<file path="config.mk">
export PLATFORM = sky130hd
export DESIGN_NAME = url_percent_decoder
export DESIGN_NICKNAME = d
export VERILOG_FILES = /design/src/upd_pkg.sv /design/src/url_percent_decoder.sv /design/src/upd_step.sv
export SDC_FILE = /design/constraint.sdc
export NUM_CORES = 1
export LEC_CHECK = 0
export ABC_AREA = 0
export ABC_CLOCK_PERIOD_IN_PS = 2900
export BUFFER_PORTS_ARGS = -buffer_cell sky130_fd_sc_hd__buf_4
export CAP_MARGIN = 5
export CORE_MARGIN = 5
export CORE_UTILIZATION = 40
export CTS_CLUSTER_SIZE = 20
export DETAILED_ROUTE_END_ITERATION = 10
export GPL_TIMING_DRIVEN = 0
export PLACE_DENSITY = 0.69
export SLEW_MARGIN = 20
export SYNTH_ARGS = -nofsm -noshare
export SYNTH_HDL_FRONTEND = slang
export SYNTH_SLANG_ARGS = --single-unit
</file>
<file path="constraint.sdc">
create_clock -name clk_i -period 2.9 [get_ports clk_i]
set_input_delay 0.58 -clock clk_i [delete_from_list [all_inputs] [get_ports clk_i]]
set_output_delay 0.58 -clock clk_i [all_outputs]
set_load 0.01 [all_outputs]
</file>
<file path="src/upd_pkg.sv">
// ----------------------------------------------------------------------------
// upd_pkg: shared types for the URL percent decoder
// Word formats, status codes, escape phases and the hex digit decoder.
// ----------------------------------------------------------------------------
package upd_pkg;

  localparam int unsigned ByteW = 8;
  localparam int unsigned LenW  = 13;

  typedef enum logic [1:0] {
    ST_OK        = 2'd0,
    ST_OVERFLOW  = 2'd1,
    ST_MALFORMED = 2'd2
  } status_e;

  typedef enum logic [1:0] {
    PH_IDLE = 2'd0,
    PH_PCT  = 2'd1,
    PH_HIGH = 2'd2
  } phase_e;

  typedef struct packed {
    logic [ByteW-1:0] in_byte;
    logic             last;
  } in_word_t;

  typedef struct packed {
    logic [ByteW-1:0] out_byte;
    logic             byte_valid;
    logic             done_res;
    status_e          status;
    logic [LenW-1:0]  decoded_length;
  } out_word_t;

  // Per-string state other than the output count.
  typedef struct packed {
    phase_e     phase;
    logic [3:0] high_nibble;
    status_e    err;
  } str_state_t;

  typedef struct packed {
    logic       ok;
    logic [3:0] val;
  } hex_t;

  localparam logic [ByteW-1:0] CharPct = 8'h25;

  function automatic hex_t hex_decode(input logic [ByteW-1:0] c);
    hex_t r;
    r.ok  = 1'b0;
    r.val = 4'd0;
    priority if (c >= 8'h30 && c <= 8'h39) begin
      r.ok  = 1'b1;
      r.val = 4'(c - 8'h30);
    end else if (c >= 8'h41 && c <= 8'h46) begin
      r.ok  = 1'b1;
      r.val = 4'(c - 8'h41 + 8'd10);
    end else if (c >= 8'h61 && c <= 8'h66) begin
      r.ok  = 1'b1;
      r.val = 4'(c - 8'h61 + 8'd10);
    end else begin
      r.ok  = 1'b0;
    end
    return r;
  endfunction

endpackage

</file>
<file path="src/url_percent_decoder.sv">
// ----------------------------------------------------------------------------
// url_percent_decoder: streaming URL percent decoder
// Decodes %XX escapes byte by byte and reports per-string status and length.
// ----------------------------------------------------------------------------
// One source byte enters per word on the input channel, with last marking the
// final byte of a string, and every input word yields exactly one result word.
// A '%' and two hex digits (either case) become one byte; any other byte
// passes through. The result for the last byte carries done_res, the status
// (ok, overflow or malformed escape) and, when ok, the decoded length; the
// string state then clears for the next string. The block takes one word per
// clock unless the result register is held by a stall on the output: the
// decode step is a single pass of small logic between the string state
// registers and the result register, so a word's result is registered and
// is presented in the cycle after the word is accepted. The capacity register
// cap_q is clipped to MAX_BUFFER; write it only while no string is in flight.
module url_percent_decoder #(
  parameter int unsigned MAX_BUFFER = 4096
) (
  input  logic                       clk_i,
  input  logic                       rst_ni,
  input  logic                       in_valid_i,
  output logic                       in_stall_o,
  input  upd_pkg::in_word_t          in_data_i,
  output logic                       out_valid_o,
  input  logic                       out_stall_i,
  output upd_pkg::out_word_t         out_data_o,
  input  logic                       cfg_we_i,
  input  logic [upd_pkg::LenW-1:0]   cfg_data_i
);

  // Largest capacity the count can reach: the register is 13 bits wide.
  localparam int unsigned RegMax = (1 << upd_pkg::LenW) - 1;
  localparam int unsigned CapMax = (MAX_BUFFER < RegMax) ? MAX_BUFFER : RegMax;
  localparam int unsigned CntW   = $clog2(CapMax + 1);
  localparam int unsigned CapRst = (4096 < CapMax) ? 4096 : CapMax;
  localparam int unsigned CmpW   = 17;

  logic                in_accept;
  logic                out_accept;

  // Effective capacity, clipped at write time.
  logic [CntW-1:0]     cap_q, cap_d;

  upd_pkg::str_state_t state_q, state_d;
  logic [CntW-1:0]     count_q, count_d;

  logic                out_valid_q, out_valid_d;
  upd_pkg::out_word_t  out_q, out_d;

  // Hold the input whenever the pending result cannot leave this cycle.
  assign in_stall_o  = out_valid_q & out_stall_i;
  assign in_accept   = in_valid_i & ~in_stall_o;
  assign out_accept  = out_valid_q & ~out_stall_i;
  assign out_valid_o = out_valid_q;
  assign out_data_o  = out_q;

  always_comb begin
    if (CmpW'(cfg_data_i) < CmpW'(CapMax)) begin
      cap_d = CntW'(cfg_data_i);
    end else begin
      cap_d = CntW'(CapMax);
    end
  end

  always_ff @(posedge clk_i or negedge rst_ni) begin
    if (!rst_ni) begin
      cap_q <= CntW'(CapRst);
    end else if (cfg_we_i) begin
      cap_q <= cap_d;
    end
  end

  upd_step #(
    .CntW (CntW)
  ) u_step (
    .in_i    (in_data_i),
    .state_i (state_q),
    .count_i (count_q),
    .cap_i   (cap_q),
    .state_o (state_d),
    .count_o (count_d),
    .out_o   (out_d)
  );

  // Advance the string state on every accepted word.
  always_ff @(posedge clk_i or negedge rst_ni) begin
    if (!rst_ni) begin
      state_q.phase       <= upd_pkg::PH_IDLE;
      state_q.high_nibble <= 4'd0;
      state_q.err         <= upd_pkg::ST_OK;
      count_q             <= '0;
    end else if (in_accept) begin
      state_q <= state_d;
      count_q <= count_d;
    end
  end

  // Result register: fill on accept, drain when the sink takes the word.
  always_comb begin
    out_valid_d = out_valid_q;
    if (in_accept) begin
      out_valid_d = 1'b1;
    end else if (out_accept) begin
      out_valid_d = 1'b0;
    end
  end

  always_ff @(posedge clk_i or negedge rst_ni) begin
    if (!rst_ni) begin
      out_valid_q <= 1'b0;
    end else begin
      out_valid_q <= out_valid_d;
    end
  end

  always_ff @(posedge clk_i) begin
    if (in_accept) begin
      out_q <= out_d;
    end
  end

`ifndef SYNTHESIS
  a_count_in_cap: assert property (@(posedge clk_i) disable iff (!rst_ni)
    count_q <= cap_q)
    else $error("output count beyond capacity");

  a_last_clears: assert property (@(posedge clk_i) disable iff (!rst_ni)
    in_accept && in_data_i.last |=> count_q == '0 && state_q.err == upd_pkg::ST_OK
      && state_q.phase == upd_pkg::PH_IDLE)
    else $error("string state not cleared after last byte");

  a_byte_ok: assert property (@(posedge clk_i) disable iff (!rst_ni)
    out_valid_q && out_q.byte_valid |-> out_q.status == upd_pkg::ST_OK)
    else $error("decoded byte with error status");

  a_idle_fields: assert property (@(posedge clk_i) disable iff (!rst_ni)
    out_valid_q && !out_q.done_res |-> out_q.status == upd_pkg::ST_OK
      && out_q.decoded_length == '0)
    else $error("status or length set before end of string");

  a_error_sticky: assert property (@(posedge clk_i) disable iff (!rst_ni)
    in_accept && !in_data_i.last && state_q.err != upd_pkg::ST_OK
      |=> $stable(state_q.err) && $stable(count_q))
    else $error("error state changed within string");
`endif

endmodule

</file>
<file path="src/upd_step.sv">
// ----------------------------------------------------------------------------
// upd_step: decode step for one source word
// Next string state, next output count and the result word.
// ----------------------------------------------------------------------------
module upd_step #(
  parameter int unsigned CntW = 13
) (
  input  upd_pkg::in_word_t   in_i,
  input  upd_pkg::str_state_t state_i,
  input  logic [CntW-1:0]     count_i,
  input  logic [CntW-1:0]     cap_i,
  output upd_pkg::str_state_t state_o,
  output logic [CntW-1:0]     count_o,
  output upd_pkg::out_word_t  out_o
);

  upd_pkg::hex_t       hex;
  upd_pkg::str_state_t st;
  logic [CntW-1:0]     cnt;

  assign hex = upd_pkg::hex_decode(in_i.in_byte);

  always_comb begin
    st               = state_i;
    cnt              = count_i;
    out_o            = '0;
    out_o.done_res   = in_i.last;
    out_o.status     = upd_pkg::ST_OK;

    if (state_i.err == upd_pkg::ST_OK) begin
      unique case (state_i.phase)
        upd_pkg::PH_PCT: begin
          if (!hex.ok || in_i.last) begin
            st.err = upd_pkg::ST_MALFORMED;
          end else begin
            st.high_nibble = hex.val;
            st.phase       = upd_pkg::PH_HIGH;
          end
        end
        upd_pkg::PH_HIGH: begin
          if (!hex.ok) begin
            st.err = upd_pkg::ST_MALFORMED;
          end else begin
            out_o.out_byte   = {state_i.high_nibble, hex.val};
            out_o.byte_valid = 1'b1;
            cnt              = count_i + CntW'(1);
            st.phase         = upd_pkg::PH_IDLE;
          end
        end
        default: begin
          st.phase = upd_pkg::PH_IDLE;
          // Full buffer wins over the escape check.
          if (count_i >= cap_i) begin
            st.err = upd_pkg::ST_OVERFLOW;
          end else if (in_i.in_byte == upd_pkg::CharPct) begin
            if (in_i.last) begin
              st.err = upd_pkg::ST_MALFORMED;
            end else begin
              st.phase = upd_pkg::PH_PCT;
            end
          end else begin
            out_o.out_byte   = in_i.in_byte;
            out_o.byte_valid = 1'b1;
            cnt              = count_i + CntW'(1);
          end
        end
      endcase
    end

    if (in_i.last) begin
      out_o.status = st.err;
      if (st.err == upd_pkg::ST_OK) begin
        out_o.decoded_length = upd_pkg::LenW'(cnt);
      end
      st.phase       = upd_pkg::PH_IDLE;
      st.high_nibble = 4'd0;
      st.err         = upd_pkg::ST_OK;
      cnt            = '0;
    end

    state_o = st;
    count_o = cnt;
  end

endmodule

</file>
==> qor.txt <==
Iteration-0 DRC Markers: 270
Final Slew Violations: 0
CTS tree: yes
Max-Cap Viols: 0
Clock Tree Buf Depth: 2
Setup WS post-layout: 0.150 ns
Sequential area share after synthesis: 42.7%
CTS Buf Count: 9
GRT Total Usage: 19.1%
Chip Height: 108 um
Yosys top cell area share: 22.3%
Power per cell area: 634 nW/um^2
Drt total wl: 10.6 mm
RSZ-0062 raised after global routing: no
Syn Inst Count: 410
Reg2Reg Depth: 10
Nets: 520
RR Endpoint: out_data_o[8]
Netlist area before placement: 3810 um^2
Final setup TNS: 0 ns
Critical Path Sink Type: register
PortBufs: 52
Total Die Area: 11,600 um^2
Critical path class: register to register
Netlist cell types: 70
Rows: 35
Data arrival, critical path: 2.79 ns
N_diodes: 0
# fillers: 926
I/O Pins: 54
Final ANT Viol Nets: 0
Layout cell share with drive strength beyond 1: 21.7%
Ranking of synthesized cells by area: dfrtp_1 22%, edfxtp_1 20%, ha_1 6.2%
Synth area leader: dfrtp_1
Routed via count: 3,374
Register bit count reported by yosys: 60
Ys Warns: 0
Pwr Total: 2890 uW
P_leak: 0.00188 uW
Clk Latency, worst-skew pair: 0.35 ns
HPWL Detailed: 7.75 mm
Max FO, Critical Path: 6
Slew headroom: 37.9%
DRC viols: 0
Fin crit share: 94.8%
Number of global-route vias before repair: 3,330
Core Util, Final: 49.1%
# placed instances: 591
R2R Setup Slk: 0.15 ns
Required time of the critical path: 2.94 ns
Final hold vios: 0
Area of the multi-input gates: 2030 um^2
Gpl congestion: 0.971
Syn avg cell area: 9.30 um^2
Grt total ovfl: 0
Setup Slack @ Placement: -0.0950 ns
TritonRoute pass-1 iters: 4
First-pass GRT wire length: 17.2 mm
Crit start category: register
Worst R2R Start: cap_q[12]
Vias per cell: 5.55
Layout Cells excl Fill: 608
Hold Crit Class: input port to async pin
Die W: 108 um
Initial antenna violation count: 0
Max VDD drop: 0.000223 V
Status: finished, final reports clean
Worst Tran Pin Value: 0.928 ns
Area delta synth->final: 19.6%
Clock transition at the registers of the reported paths: 0.07 ns
# H-tree levels: 3
Async set-reset flop share out of synthesis: 58.3%
Register Area: 1630 um^2
Largest net degree at the start of global routing: 36
Root Buffer: clkbuf_8
Endpoints failing setup: 0
Starting Density: 41.1%
Total core area: 9280 um^2
Total nets after synthesis: 456
Post-synth EDFFs: 25
CTS Sinks: 60
Final Skew: 0.0134 ns
Fin crit period: 2.75 ns
Max Fclk: 364 MHz
Synth Flop Type: dfrtp_1
Drt wl/cell: 17.4 um
[logic make-up (layout without fill, tap and decap cells)]
kind of cell / count (synthesis) / after routing / share of synthesized area [%]
multiplexers: 6 / 6 / 1.71
AO/OA/AOI/OAI: 123 / 123 / 22.2
AND/OR/NAND/NOR: 155 / 155 / 21.8
XOR/XNOR: 2 / 2 / 0.459
flip-flops: 60 / 60 / 42.7
adder cells (fa/ha/maj): 19 / 19 / 6.23
buffers and inverters: 45 / 114 / 4.92
[how the worst max path moves through the flow]
stage                     slack [ns]  depth (start not counted)              to         start
after floorplan                 0.39                          9   out_data_o[1]     cap_q[12]
after global placement         -0.05                         11   out_data_o[8]  in_data_i[1]
after detailed placement       -0.09                          6     count_q[11]   out_stall_i
after CTS                       0.03                          9  out_data_o[11]     cap_q[12]
after global routing           0.004                          9   out_data_o[1]     cap_q[12]
final                           0.15                         10   out_data_o[8]     cap_q[12]
[per-layer routing]
layer	global-route usage, %	up-vias	wire length (um)
li1	-	1647	-
met1	27.4	1600	5030
met2	28.8	109	4800
met3	2.70	18	533
met4	7.66	0	209
met5	0	-	0
[layout by cell type (no fill, tap or decap), types with 7 or more instances in the layout]
master and n:
nand3b_1 13, nor2_1 33, a21oi_1 30, buf_4 54, nand2_1 46, o21ai_0 27
dfrtp_1 32, clkbuf_8 9, edfxtp_1 25, nand3_1 9, inv_1 25, nor3_1 9
ha_1 18, o21a_1 7, clkbuf_1 14, nand4_1 8
[synth_stat cells, types with 9 or more instances]
library cell	count
clkbuf_1	10
ha_1	19
nand3b_1	13
nand3_1	9
edfxtp_1	25
nand2_1	47
a21oi_1	30
dfrtp_1	34
nor2_1	33
o21ai_0	27
nor3_1	9
inv_1	25
[what timing repair did]
action | CTS | global route
hold buffers | 0 | 0
endpoints found under the setup margin | 0 | 17
buffers inserted | 0 | 1
endpoints found under the hold margin | 0 | 0
resized for setup | 0 | 6
[flip-flops by register name, indices dropped and copies added, names as in the netlist]
register     flops
count_q         13
state_q          8
out_valid_o      1
cap_q           13
out_data_o      25
[cell type report]
type | instances | share of cell area, %
buffer | 18 | 1.89
clock buffer | 13 | 3.05
clock inverter | 3 | 0.329
inverter | 27 | 2.22
multi-input combinational | 305 | 44.5
sequential | 60 | 35.8
tap | 129 | 3.54
timing repair buffer | 53 | 8.73
[worst max-delay path, stage by stage, from the launching register on]
cell,delay (ns)
dfstp_2,0.52
inv_1,0.06
ha_4,0.27
nand4_1,0.13
nor4_1,0.39
a211oi_2,0.16
buf_4,0.18
a311o_2,0.37
o211a_1,0.13
nor2_1,0.15
a21oi_1,0.10
[report_power, final]
part	total, uW	internal (uW)	switching (uW)
clock	636	307	329
combinational	1130	428	705
sequential	1120	1030	93.8
total	2890	1760	1130
[through the flow]
stage / hold slack, ns / area [um^2]
CTS: 0.202 / 4520
finish: 0.198 / 4560
global placement: 0.462 / 4370
floorplan: 0.284 / 3810
global route: 0.232 / 4560
detailed placement: 0.469 / 4370
Note: power is estimated with default switching activity, not from simulation.
